$ cat config.mk
export PLATFORM = sky130hd
export DESIGN_NAME = bu2_blend
export DESIGN_NICKNAME = d
export VERILOG_FILES = /design/src/rtl/assert_macros.svh /design/src/rtl/bu2_pkg.sv /design/src/rtl/bu2_blend.sv
export SDC_FILE = /design/constraint.sdc
export NUM_CORES = 1
export LEC_CHECK = 0
export BUFFER_PORTS_ARGS = -buffer_cell sky130_fd_sc_hd__buf_2
export CORE_UTILIZATION = 40
export DETAILED_ROUTE_END_ITERATION = 12
export GPL_TIMING_DRIVEN = 0
export HOLD_SLACK_MARGIN = 0.08
export PLACE_DENSITY = 0.65
export SYNTH_ARGS = -nofsm -noshare
export SYNTH_HDL_FRONTEND = slang
export SYNTH_SLANG_ARGS = --single-unit
$ cat constraint.sdc
create_clock -name clk -period 10.1 [get_ports clk]
set_input_delay 0.505 -clock clk [delete_from_list [all_inputs] [get_ports clk]]
set_output_delay 0.505 -clock clk [all_outputs]
set_load 0.02 [all_outputs]
$ cat src/rtl/assert_macros.svh
// assertion helpers shared by the rtl
`ifndef ASSERT_MACROS_SVH
`define ASSERT_MACROS_SVH

// clocked check, held off while reset is asserted
`define BU2_ASSERT_RST(lbl, clk, rstn, prop, msg) \
  lbl: assert property (@(posedge clk) disable iff (!(rstn)) (prop)) else $error(msg);

// clocked check, active in and out of reset
`define BU2_ASSERT(lbl, clk, prop, msg) \
  lbl: assert property (@(posedge clk) (prop)) else $error(msg);

`endif

$ cat src/rtl/bu2_pkg.sv
// ----------------------------------------------------------------------------
// bu2_pkg
// shared types and constants of the 2x bilinear upscaler
// ----------------------------------------------------------------------------
package bu2_pkg;

  localparam int DEF_MAX_WIDTH  = 256;
  localparam int DEF_MAX_HEIGHT = 256;

  localparam int SIZE_W  = 9;
  localparam int CHAN_W  = 8;
  localparam logic [SIZE_W-1:0] SIZE_RESET = 9'd256;

  // command codes
  localparam logic CMD_WRITE = 1'b0;
  localparam logic CMD_READ  = 1'b1;

  // configuration register indexes
  localparam logic REG_SRC_WIDTH  = 1'b0;
  localparam logic REG_SRC_HEIGHT = 1'b1;

  typedef struct packed {
    logic [CHAN_W-1:0] red;
    logic [CHAN_W-1:0] green;
    logic [CHAN_W-1:0] blue;
  } pix_t;

  // which parity bank holds each of the four neighbors
  typedef struct packed {
    logic       valid;
    logic [1:0] a_bank;
    logic [1:0] b_bank;
    logic [1:0] c_bank;
    logic [1:0] d_bank;
  } rd_sel_t;

endpackage

$ cat src/rtl/bu2_blend.sv
// ----------------------------------------------------------------------------
// bu2_blend
// neighbor selection from the bank outputs and the 1-3-3-9 weighted sum
// ----------------------------------------------------------------------------
module bu2_blend (
  input  logic                    clk,
  input  logic                    rst_n,
  input  bu2_pkg::rd_sel_t        rd_sel,
  input  bu2_pkg::pix_t [3:0]     bank_q,
  output logic                    out_valid,
  output bu2_pkg::pix_t           out_pix
);

  function automatic logic [7:0] blend(input logic [7:0] a, input logic [7:0] b,
                                       input logic [7:0] c, input logic [7:0] d);
    logic [11:0] sum;
    sum = 12'(a) + 12'(3) * 12'(b) + 12'(3) * 12'(c) + 12'(9) * 12'(d);
    return sum[11:4];
  endfunction

  logic          valid_r;
  logic [1:0]    a_bank_r, b_bank_r, c_bank_r, d_bank_r;
  logic          out_valid_r;
  bu2_pkg::pix_t out_pix_r, out_pix_nxt;
  bu2_pkg::pix_t pa, pb, pc, pd;

  // selection travels alongside the memory read
  always_ff @(posedge clk) begin
    if (!rst_n) begin
      valid_r <= 1'b0;
    end else begin
      valid_r <= rd_sel.valid;
    end
    a_bank_r <= rd_sel.a_bank;
    b_bank_r <= rd_sel.b_bank;
    c_bank_r <= rd_sel.c_bank;
    d_bank_r <= rd_sel.d_bank;
  end

  always_comb begin
    pa = bank_q[a_bank_r];
    pb = bank_q[b_bank_r];
    pc = bank_q[c_bank_r];
    pd = bank_q[d_bank_r];
    out_pix_nxt.red   = blend(pa.red,   pb.red,   pc.red,   pd.red);
    out_pix_nxt.green = blend(pa.green, pb.green, pc.green, pd.green);
    out_pix_nxt.blue  = blend(pa.blue,  pb.blue,  pc.blue,  pd.blue);
  end

  always_ff @(posedge clk) begin
    if (!rst_n) begin
      out_valid_r <= 1'b0;
    end else begin
      out_valid_r <= valid_r;
    end
    out_pix_r <= out_pix_nxt;
  end

  assign out_valid = out_valid_r;
  assign out_pix   = out_pix_r;

endmodule

==> summary.json <==
{
  "end_kind": "register",
  "r2r_start": "b_bank_r[1]",
  "core-area_um2": 18600,
  "cts.repair.resized": 0,
  "result_of_the_run": "finished, final reports clean",
  "drv.max_cap_violation_count": 0,
  "slowest_delay_ps": 710,
  "min_period_over_period": 0.562,
  "slew_violations": 0,
  "synth_top_area_cell": "sky130_fd_sc_hd__mux4_2",
  "worst_hold_startpoint": "rd_sel[0]",
  "cts-buffers-inserted": 5,
  "layout-area-overhead-vs-synth_pct": 15.0,
  "instances_no_fill": 1025,
  "rsz0062_at_grt": "false",
  "synth-compound-area-share": 0.0383,
  "power.share.switching": 0.492,
  "tritoncts": "done",
  "min-delay-path-class": "input pin to register",
  "finalWorstSetupSlack_ps": 4430,
  "initial_utilization": 0.408,
  "final_design_area_no_fill_um2": 8750,
  "ctsRootBufferMaster": "sky130_fd_sc_hd__clkbuf_16",
  "synth_top_family_by_area": "adder cells",
  "cts_max_level": 2,
  "muxShareOfSynthArea": 0.284,
  "timing.hold.worst_path_depth": 1,
  "synthesis.yosys.warnings": 0,
  "final_net_count": 1091,
  "synth-simple-area-share": 0.0235,
  "gp_congestion": 0.868,
  "synth_top_area_frac": 0.284,
  "post_drt_wl_per_cell_um": 17.7,
  "postCtsSetupRepairBufs": 0,
  "ir_drop_mv": 0.249,
  "detailed_place.area_um2": 8560,
  "timing.final.setup_violations": 0,
  "final-hold-violation-count": 0,
  "die_width_um": 140,
  "post_route_cells_drive_above_1_share": 0.319,
  "post-route-min-period_ps": 5670,
  "postLayoutCoreUtil": 0.470,
  "achievable_freq_mhz": 176,
  "grt_pass1_vias": 5729,
  "synth_common_cells": "208 x sky130_fd_sc_hd__inv_1, 105 x sky130_fd_sc_hd__fa_1, 96 x sky130_fd_sc_hd__mux4_2",
  "drt-pass1-iter-count": 5,
  "synth_async_sr_flop_share": 0,
  "clock_insertion_delay_worst_skew_ps": 310,
  "detailroute.via_count": 5324,
  "synthesis.area_um2": 7610,
  "grtUsageTotal": 0.202,
  "placementRows": 50,
  "total_power_draw_mw": 2.85,
  "syn_area_per_cell_um2": 11.7,
  "adder_cell_share_of_the_synthesized_area": 0.424,
  "layout.filler_cells": 1732,
  "power_report.internal_total_mw": 1.45,
  "drt-initial-drc-count": 249,
  "design.die.area_um2": 19600,
  "finClkSkew_ps": 9.05,
  "critPathKind": "register to register",
  "die_height_um": 140,
  "p_per_area_nw_per_um2": 325,
  "critPathLaunchType": "register",
  "avgViaCountPerCell": 5.19,
  "globalRoute.totalOverflow": 0,
  "multi_input_comb_area_um2": 6040,
  "ff2ff_path_depth": 17,
  "buffer_ports.inserted": 131,
  "synth-edff-count": 0,
  "cp_max_fo": 10,
  "cts_num_sinks": 34,
  "critPathArrivalTime_ps": 5910,
  "antenna_nets_post_route": 0,
  "crit_path_cell_trace": "buf_1 -> clkbuf_1 -> mux4_2 -> inv_1 -> fa_1 -> inv_1 -> fa_1 -> inv_1 -> fa_1 -> fa_1 -> inv_1 -> ha_1 -> or3b_4 -> o32ai_4 -> nand4_1 -> a21oi_2 -> xor2_1",
  "synth-seq-area-share": 0.0895,
  "worst_slew_pin_slew_ps": 903,
  "cts.reportedPaths.clkPinSlew_ps": 70,
  "regArea_um2": 681,
  "design.portCount": 132,
  "largest_net_degree_at_the_start_of_global_routing": 13,
  "synthXorXnorAreaFrac": 0.0242,
  "timing.critical_path.required_ps": 10340,
  "hold_worst_slack_ps": 292,
  "place.detailed.instances": 1016,
  "synth.most_common_cell": "sky130_fd_sc_hd__inv_1",
  "grt_first_pass_wirelength_um": 29600,
  "remaining_drc_errors": 0,
  "worst-r2r-setup-slack_ps": 4430,
  "synth.area.top_cells": "sky130_fd_sc_hd__mux4_2 28%, sky130_fd_sc_hd__fa_1 28%, sky130_fd_sc_hd__ha_1 15%, sky130_fd_sc_hd__inv_1 10%, sky130_fd_sc_hd__dfxtp_1 8.9%",
  "worst_path_max_delay_cell": "sky130_fd_sc_hd__clkbuf_1",
  "max-clock-path-buffers": 2,
  "place.detailed.hpwl_um": 15500,
  "setup_tns_ps": 0,
  "antenna_violations_before_repair": 1,
  "reg2reg_to": "out_pix[7]",
  "slew_headroom": 0.398,
  "synth_fp_nets": 953,
  "synthCells": 651,
  "postRouteWirelength_um": 18100,
  "power_frac_seq": 0.085,
  "synthesis_stage_register_bit_count": 34,
  "netlist-cell-type-count": 39,
  "end_point_of_the_most_critical_hold_path": "d_bank_r[0]",
  "cts_hold_buffers": 0,
  "logic_pwr_share": 0.840,
  "power_frac_clock": 0.076,
  "synth_top_flop_cell": "sky130_fd_sc_hd__dfxtp_1",
  "total_leakage_power_nw": 4.34,
  "detailedPlace.worstSlack_ps": 4400,
  "p_switching_mw": 1.40
}
==> worst max-delay path by stage <==
stage                      from           to  slack (ps)  depth (start not counted)
finish              b_bank_r[1]   out_pix[7]        4430                         17
global route        b_bank_r[1]   out_pix[7]        4140                         17
CTS                 b_bank_r[1]   out_pix[7]        4380                         17
detailed placement  b_bank_r[1]   out_pix[7]        4400                         17
global placement    b_bank_r[1]   out_pix[7]        4580                         17
floorplan           d_bank_r[0]  out_pix[23]        5200                         17
==> sequential cells by signal (all words and copies together) (netlist names) <==
signal / cells
valid_r: 1
c_bank_r: 2
out_valid: 1
a_bank_r: 2
out_pix: 24
b_bank_r: 2
d_bank_r: 2
==> kinds of logic after synthesis <==
family,after synthesis
mux,96
simple gates,35
buf+inv,232
fa+ha+maj,195
flops,34
xor+xnor,21
compound gates,38
==> routing by layer <==
metal / vias up / share of wire / GRT usage
met5: - / 0 / 0
met4: 0 / 0.018 / 0.0567
met3: 22 / 0.069 / 0.0468
met2: 178 / 0.48 / 0.334
met1: 2667 / 0.43 / 0.266
li1: 2457 / - / -
==> power by group through the flow <==
stage	clock, mW	sequential, mW	combinational [mW]
2_1_floorplan	0	0.312	1.87
3_3_place_gp	0	0.245	2.37
3_5_place_dp	0	0.245	2.41
4_1_cts	0.223	0.242	2.43
5_1_grt	0.227	0.246	2.77
6_report	0.216	0.241	2.39
==> critical path: cells and delay by family (launching register included) <==
kind | cells | cell delay [ps]
and+or+nand+nor | 2 | 560
buffers and inverters | 6 | 1430
adders and majority gates | 5 | 2180
AOI/OAI and AO/OA | 2 | 610
DFF | 1 | 310
xor gates and xnor gates | 1 | 140
muxes | 1 | 360
==> layout by cell type (no fill, tap or decap), types with 3 or more instances in the layout <==
| master | count |
|---|---|
| sky130_fd_sc_hd__inv_1 | 208 |
| sky130_fd_sc_hd__buf_2 | 141 |
| sky130_fd_sc_hd__fa_1 | 105 |
| sky130_fd_sc_hd__mux4_2 | 96 |
| sky130_fd_sc_hd__ha_1 | 90 |
| sky130_fd_sc_hd__dfxtp_1 | 34 |
| sky130_fd_sc_hd__a21oi_1 | 13 |
| sky130_fd_sc_hd__xnor2_1 | 13 |
| sky130_fd_sc_hd__nor2_1 | 13 |
| sky130_fd_sc_hd__clkbuf_1 | 10 |
| sky130_fd_sc_hd__xor2_1 | 8 |
| sky130_fd_sc_hd__nand2_1 | 7 |
| sky130_fd_sc_hd__clkbuf_16 | 5 |
| sky130_fd_sc_hd__buf_1 | 4 |
| sky130_fd_sc_hd__o21ai_0 | 4 |
| sky130_fd_sc_hd__nor3_1 | 4 |
| sky130_fd_sc_hd__a21o_1 | 3 |
| sky130_fd_sc_hd__o21a_1 | 3 |
==> cell type report <==
class,instances,area share
Clock buffer,5,0.0143
Buffer,24,0.0117
Inverter,208,0.0892
Multi-Input combinational cell,385,0.691
Tap cell,234,0.0334
Timing Repair Buffer,131,0.0749
Sequential cell,34,0.0778
Clock inverter,3,0.00786
Antenna cell,1,0.000286
Power figures use the tool's default switching activity.
