$ cat src/rtl/assert_macros.svh
// assertion helpers shared by the rtl
`ifndef ASSERT_MACROS_SVH
`define ASSERT_MACROS_SVH

// clocked check, held off while reset is asserted
`define BU2_ASSERT_RST(lbl, clk, rstn, prop, msg) \
  lbl: assert property (@(posedge clk) disable iff (!(rstn)) (prop)) else $error(msg);

// clocked check, active in and out of reset
`define BU2_ASSERT(lbl, clk, prop, msg) \
  lbl: assert property (@(posedge clk) (prop)) else $error(msg);

`endif

$ cat src/rtl/bu2_pkg.sv
// ----------------------------------------------------------------------------
// bu2_pkg
// shared types and constants of the 2x bilinear upscaler
// ----------------------------------------------------------------------------
package bu2_pkg;

  localparam int DEF_MAX_WIDTH  = 256;
  localparam int DEF_MAX_HEIGHT = 256;

  localparam int SIZE_W  = 9;
  localparam int CHAN_W  = 8;
  localparam logic [SIZE_W-1:0] SIZE_RESET = 9'd256;

  // command codes
  localparam logic CMD_WRITE = 1'b0;
  localparam logic CMD_READ  = 1'b1;

  // configuration register indexes
  localparam logic REG_SRC_WIDTH  = 1'b0;
  localparam logic REG_SRC_HEIGHT = 1'b1;

  typedef struct packed {
    logic [CHAN_W-1:0] red;
    logic [CHAN_W-1:0] green;
    logic [CHAN_W-1:0] blue;
  } pix_t;

  // which parity bank holds each of the four neighbors
  typedef struct packed {
    logic       valid;
    logic [1:0] a_bank;
    logic [1:0] b_bank;
    logic [1:0] c_bank;
    logic [1:0] d_bank;
  } rd_sel_t;

endpackage

$ cat src/rtl/bu2_agen.sv
// ----------------------------------------------------------------------------
// bu2_agen
// size clamping, border folding and parity bank addressing
// ----------------------------------------------------------------------------
module bu2_agen #(
  parameter int MAX_WIDTH  = bu2_pkg::DEF_MAX_WIDTH,
  parameter int MAX_HEIGHT = bu2_pkg::DEF_MAX_HEIGHT,
  parameter int AW         = 14
) (
  input  logic                       accept,
  input  logic                       command,
  input  logic [8:0]                 row,
  input  logic [8:0]                 col,
  input  bu2_pkg::pix_t              pix_in,
  input  logic [8:0]                 width_cfg,
  input  logic [8:0]                 height_cfg,
  output logic                       wr_en,
  output logic [1:0]                 wr_bank,
  output logic [AW-1:0]              wr_addr,
  output bu2_pkg::pix_t              wr_data,
  output logic [3:0][AW-1:0]         rd_addr,
  output bu2_pkg::rd_sel_t           rd_sel
);

  localparam int HALF_W = (MAX_WIDTH + 1) / 2;

  function automatic logic [8:0] clamp_size(input logic [8:0] v, input int maxv);
    if (v < 9'd2) return 9'd2;
    if (32'(v) > maxv) return 9'(maxv);
    return v;
  endfunction

  // bank-local index: half row times half width plus half column
  function automatic logic [AW-1:0] bank_index(input logic [8:0] r, input logic [8:0] c);
    return AW'(32'(r[8:1]) * HALF_W + 32'(c[8:1]));
  endfunction

  logic [8:0] w, h;
  logic [9:0] w2, h2;
  logic [7:0] dr, dc;
  logic [8:0] dr_up, dc_up;
  logic [8:0] nr, nc;
  logic [8:0] rsel0, rsel1, csel0, csel1;

  always_comb begin
    w  = clamp_size(width_cfg, MAX_WIDTH);
    h  = clamp_size(height_cfg, MAX_HEIGHT);
    w2 = {w, 1'b0};
    h2 = {h, 1'b0};
    dr = row[8:1];
    dc = col[8:1];
    dr_up = {1'b0, dr} + 9'd1;
    dc_up = {1'b0, dc} + 9'd1;

    // odd goes down/right, even goes up/left; mirrored at the top/left border, clamped at the bottom/right
    if (row[0]) begin
      nr = (dr_up >= h) ? (h - 9'd1) : dr_up;
    end else begin
      nr = (dr == 8'd0) ? 9'd1 : ({1'b0, dr} - 9'd1);
    end
    if (col[0]) begin
      nc = (dc_up >= w) ? (w - 9'd1) : dc_up;
    end else begin
      nc = (dc == 8'd0) ? 9'd1 : ({1'b0, dc} - 9'd1);
    end

    // each row parity serves one of the two rows, the nearest wins a tie
    rsel0 = (dr[0] == 1'b0) ? {1'b0, dr} : nr;
    rsel1 = (dr[0] == 1'b1) ? {1'b0, dr} : nr;
    csel0 = (dc[0] == 1'b0) ? {1'b0, dc} : nc;
    csel1 = (dc[0] == 1'b1) ? {1'b0, dc} : nc;

    rd_addr[0] = bank_index(rsel0, csel0);
    rd_addr[1] = bank_index(rsel0, csel1);
    rd_addr[2] = bank_index(rsel1, csel0);
    rd_addr[3] = bank_index(rsel1, csel1);

    wr_en   = accept && (command == bu2_pkg::CMD_WRITE) && (row < h) && (col < w);
    wr_bank = {row[0], col[0]};
    wr_addr = bank_index(row, col);
    wr_data = pix_in;

    rd_sel.valid  = accept && (command == bu2_pkg::CMD_READ)
                    && ({1'b0, row} < h2) && ({1'b0, col} < w2);
    rd_sel.a_bank = {nr[0], nc[0]};
    rd_sel.b_bank = {dr[0], nc[0]};
    rd_sel.c_bank = {nr[0], dc[0]};
    rd_sel.d_bank = {dr[0], dc[0]};
  end

endmodule

$ cat config.mk
export PLATFORM = sky130hd
export DESIGN_NAME = bu2_agen
export DESIGN_NICKNAME = d
export VERILOG_FILES = /design/src/rtl/assert_macros.svh /design/src/rtl/bu2_pkg.sv /design/src/rtl/bu2_agen.sv
export SDC_FILE = /design/constraint.sdc
export NUM_CORES = 1
export LEC_CHECK = 0
export BUFFER_PORTS_ARGS = -buffer_cell sky130_fd_sc_hd__buf_4
export CORE_MARGIN = 2
export CORE_UTILIZATION = 46
export DETAILED_ROUTE_END_ITERATION = 10
export PLACE_DENSITY = 0.81
export SLEW_MARGIN = 40
export SYNTH_ARGS = -nofsm -noshare
export SYNTH_HDL_FRONTEND = slang
export SYNTH_SLANG_ARGS = --single-unit
$ cat constraint.sdc
create_clock -name vclk -period 4
set_input_delay 0.4 -clock vclk [all_inputs]
set_output_delay 0.4 -clock vclk [all_outputs]
set_load 0.005 [all_outputs]
==> results of run 1 <==
-- synth_stat cells (all sizes together), types with 16 or more instances --
cell type / number / area, um^2
nor3: 21 / 105.1
a21oi: 24 / 120.1
nand3: 24 / 132.6
o21ai: 34 / 177.7
nor2: 42 / 157.7
xnor2: 24 / 210.2
buf: 65 / 464.2
nand2: 49 / 183.9
ha: 66 / 825.8
o21a: 16 / 120.1
clkbuf: 17 / 65.06
inv: 27 / 101.4
xor2: 21 / 183.9
-- layout make-up --
cell class,instances,area (um^2)
Tap cell,105,131.4
Fill cell,700,3002
Inverter,27,103.9
Multi-Input combinational cell,441,3535
Timing Repair Buffer,184,1404
-- cells by family (layout without fill, tap and decap cells) --
group | count (synthesis) | after routing | synth area share (%)
and+or+nand+nor | 183 | 183 | 23.51
AOI/OAI and AO/OA | 133 | 133 | 24.77
buffers and inverters | 109 | 211 | 16.36
adders and majority gates | 66 | 66 | 21.43
xor gates and xnor gates | 45 | 45 | 10.23
muxes | 14 | 14 | 3.701
-- placed cells by master, fill, tap and decap left out, drive strengths merged, types with 4 or more instances in the layout --
cell / n
a21boi: 4
nand3: 24
mux2i: 12
nor2b: 4
o211ai: 5
nand2: 49
o21ai: 34
nor2: 42
ha: 66
o21a: 16
buf: 184
a31oi: 5
nor4: 10
nand4: 6
a21o: 6
a32oi: 4
xor2: 21
xnor2: 24
nor3: 21
a21oi: 24
o211a: 4
nand2b: 5
o31ai: 6
inv: 27
-- per-stage QoR --
step                TNS [ns]  power, uW  hold WS (ns)  setup WS (ns)
floorplan           -0.04644      394.9        0.8808       -0.02324
global placement      -2.088      615.4        0.8000        -0.1988
detailed placement    -4.736      636.1        0.8000        -0.3211
CTS                   -1.597      664.4        0.8000        -0.1494
global route          -6.781      755.8        0.8000        -0.3369
finish                -3.178      689.7        0.8000        -0.2181
-- repair_timing --
action / in CTS / in global routing
resized for setup: 33 / 25
pin swaps: 20 / 10
setup endpoints to repair: 25 / 40
hold buffers: 0 / 0
buffers inserted: 4 / 2
-- worst max-delay path, delay by kind of cell --
kind / cells / cell delay (ns)
adder cells (fa/ha/maj): 2 / 0.42
XOR/XNOR: 1 / 0.17
buffers and inverters: 4 / 0.48
AO/OA/AOI/OAI: 4 / 0.88
AND/OR/NAND/NOR: 6 / 1.47
-- metal layers --
layer / wire length (um) / vias up
met5: 0 / -
met1: 4796 / 2113
met3: 806 / 44
met4: 353 / 0
met2: 6297 / 213
li1: - / 2136
-- power by group through the flow --
| stage | clock network (uW) | logic (uW) | registers, uW |
|---|---|---|---|
| 3_5_place_dp | 0 | 636 | 0 |
| 6_report | 0 | 690 | 0 |
| 2_1_floorplan | 0 | 395 | 0 |
| 4_1_cts | 0 | 664 | 0 |
| 3_3_place_gp | 0 | 615 | 0 |
| 5_1_grt | 0 | 756 | 0 |
-- worst max-delay path by stage --
stage,cells after the start,endpoint,start
final,17,rd_addr[55],height_cfg[5]
after global routing,17,rd_addr[39],height_cfg[5]
after CTS,17,rd_addr[41],height_cfg[5]
after detailed placement,18,rd_addr[11],height_cfg[5]
after global placement,18,rd_addr[11],height_cfg[5]
after floorplan,17,rd_addr[11],height_cfg[3]
==> impl_metrics.toml, run 1 <==
[pwr]
seq_power_share_pct = 0
clkPwrFrac_pct = 0
p_int_uw = 339.1
power_density_nw_per_um2 = 133.3
p_sw_share_pct = 50.84
ir_drop_v = 0.00008133
power_frac_comb_pct = 100.0
leakagePower_uw = 0.002412
power_switching_uw = 350.7

[hold_path]
hold_depth = 0
min_to = "wr_data[13]"
hold_class = "input pin to output port"
min_from = "pix_in[13]"

[outcome]
violations = "negative setup slack"
status = "complete, but fails checks"

[route]
num_vias = 4506
antenna_left = 0
wl_per_cell_um = 16.19
routed_wl_mm = 12.25
drt-pass1-iter-count = 4
first_iter_violations = 230
viasPerCell = 5.952
drc = 0

[sta]
fin_crit_ns = 4.218
max_slew_margin_pct = 59.71
slew_violations = 0
hold_viol = 0
clock.fmax_ghz = 0.2371
setup_viol = 23
timing.final.ws_setup_ns = -0.2181
worst_pin_slew_ns = 0.6024
finalCritPeriodShare_pct = 105.5
rsz0062_at_grt = "yes"

[finish]
utilization_pct = 63.28
seq_area_um2 = 0
layout.cells.non_filler = 757
final_cell_area_um2 = 5174
nClkBuffers = 0
drive_above_1_share_pct = 38.65
num_antenna_cells = 0
areaGrowthSynthToFinish_pct = 34.25
design.seq.count = 0
fin_nets = 782

[floorplanning]
io_pins = 168
die_h_um = 95.53
die_x_um = 95.53
die_area_um2 = 9126
initial_utilization_pct = 47.14
row_count = 33
fp.coreArea_um2 = 8175

[grt]
grtUsageMet1_pct = 31.76
grt_use_met2_pct = 48.31
grt_pass1_wl_mm = 19.47
overflow = 0
grt_antenna_before_repair = 0
grt_pass1_vias = 4269
grtUsageTotal_pct = 26.04
grt-busiest-layer = "met2"
grt_use_met3_pct = 1.739
grt_max_degree = 19

[synthesis]
ys_types = 63
yosysSeqAreaShare_pct = 0
syn_area_per_cell_um2 = 7.007
synthCells = 550
synth_nets = 678
synth_area_um2 = 3854
ys.warnings.count = 0

[placed_design]
dp_hpwl_mm = 9.749
dp_cells = 751
place_area_um2 = 4867
place_congestion = 1.029
io_buffers = 120

[setup_path]
crit_fanout = 3
critical_path_arrival_ns = 3.82
cp.required_ns = 3.60
crit_chain = "buf_6 > or4_4 > or2_4 > o311ai_4 > inv_2 > ha_4 > nand4b_1 > o21bai_1 > buf_4 > nor3_2 > a221o_1 > or3_4 > o311ai_4 > ha_4 > nand3_2 > xor2_1 > buf_4"
crit_path_start_kind = "input pin"
cp_slowest_stage_delay_ns = 0.53
path_class = "input pin to output port"
cp_slowest_cell = "or4_4"
worstSetupEndpointType = "output port"

[job]
drv_cap = 0
Note: power is estimated with default switching activity, not from simulation.
==> run 2: changes to the inputs <==
Settings changed: CELL_PAD_IN_SITES_DETAIL_PLACEMENT set to 1, CELL_PAD_IN_SITES_GLOBAL_PLACEMENT set to 2, CORE_UTILIZATION 46 to 24, PLACE_DENSITY 0.81 to unset, PLACE_DENSITY_LB_ADDON set to 0.1.
==> impl_metrics.toml, run 2 (same netlist as run 1, synthesis figures left out) <==
[pwr]
ir_drop_v = 0.00005432
leakagePower_uw = 0.002661
total_power_uw = 757.8
power_density_nw_per_um2 = 131.8

[route]
routed_wl_mm = 15.31
antenna_left = 0
drt-pass1-iter-count = 4
viasPerCell = 4.957
drc = 0
wl_per_cell_um = 16.85
num_vias = 4506
first_iter_violations = 126

[grt]
overflow = 0
grt_pass1_wl_mm = 24.03
grt_antenna_before_repair = 0
grt_max_degree = 19
grtUsageTotal_pct = 17.35
grt_pass1_vias = 4618

[sta]
finalCritPeriodShare_pct = 105.4
rsz0062_at_grt = "yes"
whs_ns = 0.8000
fin_crit_ns = 4.215
hold_viol = 0
setup_viol = 21
max_slew_margin_pct = 65.45
worst_pin_slew_ns = 0.5110
timing.final.ws_setup_ns = -0.2155
clock.fmax_ghz = 0.2372
slew_violations = 0

[placed_design]
dp_hpwl_mm = 12.99
place_congestion = 0.8427
io_buffers = 120

[floorplanning]
die_area_um2 = 17090
die_x_um = 130.7
initial_utilization_pct = 24.44
fp.coreArea_um2 = 15770
die_h_um = 130.7
row_count = 46
io_pins = 168

[setup_path]
cp.required_ns = 3.60
crit_path_start_kind = "input pin"
crit_fanout = 8
worstSetupEndpointType = "output port"
path_class = "input pin to output port"
critical_path_arrival_ns = 3.82

[outcome]
violations = "negative setup slack"
status = "complete, but fails checks"

[finish]
seq_area_um2 = 0
design.seq.count = 0
fin_nets = 823
drive_above_1_share_pct = 43.87
num_antenna_cells = 0
nClkBuffers = 0
final_cell_mix = "216 x buf_4, 58 x ha_1, 47 x nand2_1, 36 x nor2_1, 25 x o21ai_0"
areaGrowthSynthToFinish_pct = 49.16
layout_commonest_cell = "buf_4"

[job]
drv_cap = 0

[hold_path]
hold_class = "input pin to output port"

[clock_tree]
hold_buffers = 0
## run 2: changes by cell type in the layout (fill, tap and decap cells not counted), sizes merged
cell  change
buf      +41
## run 2: worst max-delay path: stages
cell	delay [ns]
buf_6	0.09
or4_4	0.53
or2_4	0.27
o311ai_4	0.25
inv_2	0.09
ha_4	0.24
nand4b_1	0.18
o21bai_2	0.19
buf_4	0.15
nor3_2	0.04
a221o_1	0.33
or3_4	0.35
o311ai_4	0.09
buf_6	0.20
nand4_2	0.11
xor2_1	0.16
buf_4	0.13
## run 2: cell type report
type	instances	area (um^2)
fill	1940	10020
multi-input combinational	441	3646
timing repair buffer	225	1723
tap	216	270.3
inverter	27	108.9
## run 2: per-layer routing
layer | vias to the layer above | track usage (%) | share of wire (%)
met5 | - | 0 | 0
met4 | 0 | 0.8761 | 0.86
met3 | 9 | 0.4072 | 2.3
met2 | 85 | 34.90 | 54
met1 | 2199 | 21.42 | 42
li1 | 2213 | - | -
## run 2: worst paths after layout
kind,start,end,depth (start not counted)
min,pix_in[0],wr_data[0],0
max,height_cfg[4],rd_addr[41],17
## run 2: power breakdown
| group | switching [uW] | leakage, uW | internal (uW) | total (uW) |
|---|---|---|---|---|
| logic | 379 | 0.00266 | 379 | 758 |
| clock network | 0 | 0 | 0 | 0 |
| registers | 0 | 0 | 0 | 0 |
## run 2: through the flow
step           setup slack (ns)  instances  instance area, um^2  utilization, %  TNS [ns]
6_report                -0.2155        909                 5748           36.45    -3.061
3_3_place_gp            -0.2504        900                 5291           33.55    -4.161
2_1_floorplan          -0.02324        550                 3935               -  -0.04644
4_1_cts                 -0.2399        905                 5574           35.35    -3.311
3_5_place_dp            -0.3783        900                 5291           33.55    -6.477
5_1_grt                 -0.3447        909                 5748           36.45    -6.328
## run 2: timing repair
item                       CTS  global route
buffers inserted             5             5
pin swaps                   43            28
setup endpoints to repair   28            29
gates resized for setup     56            30
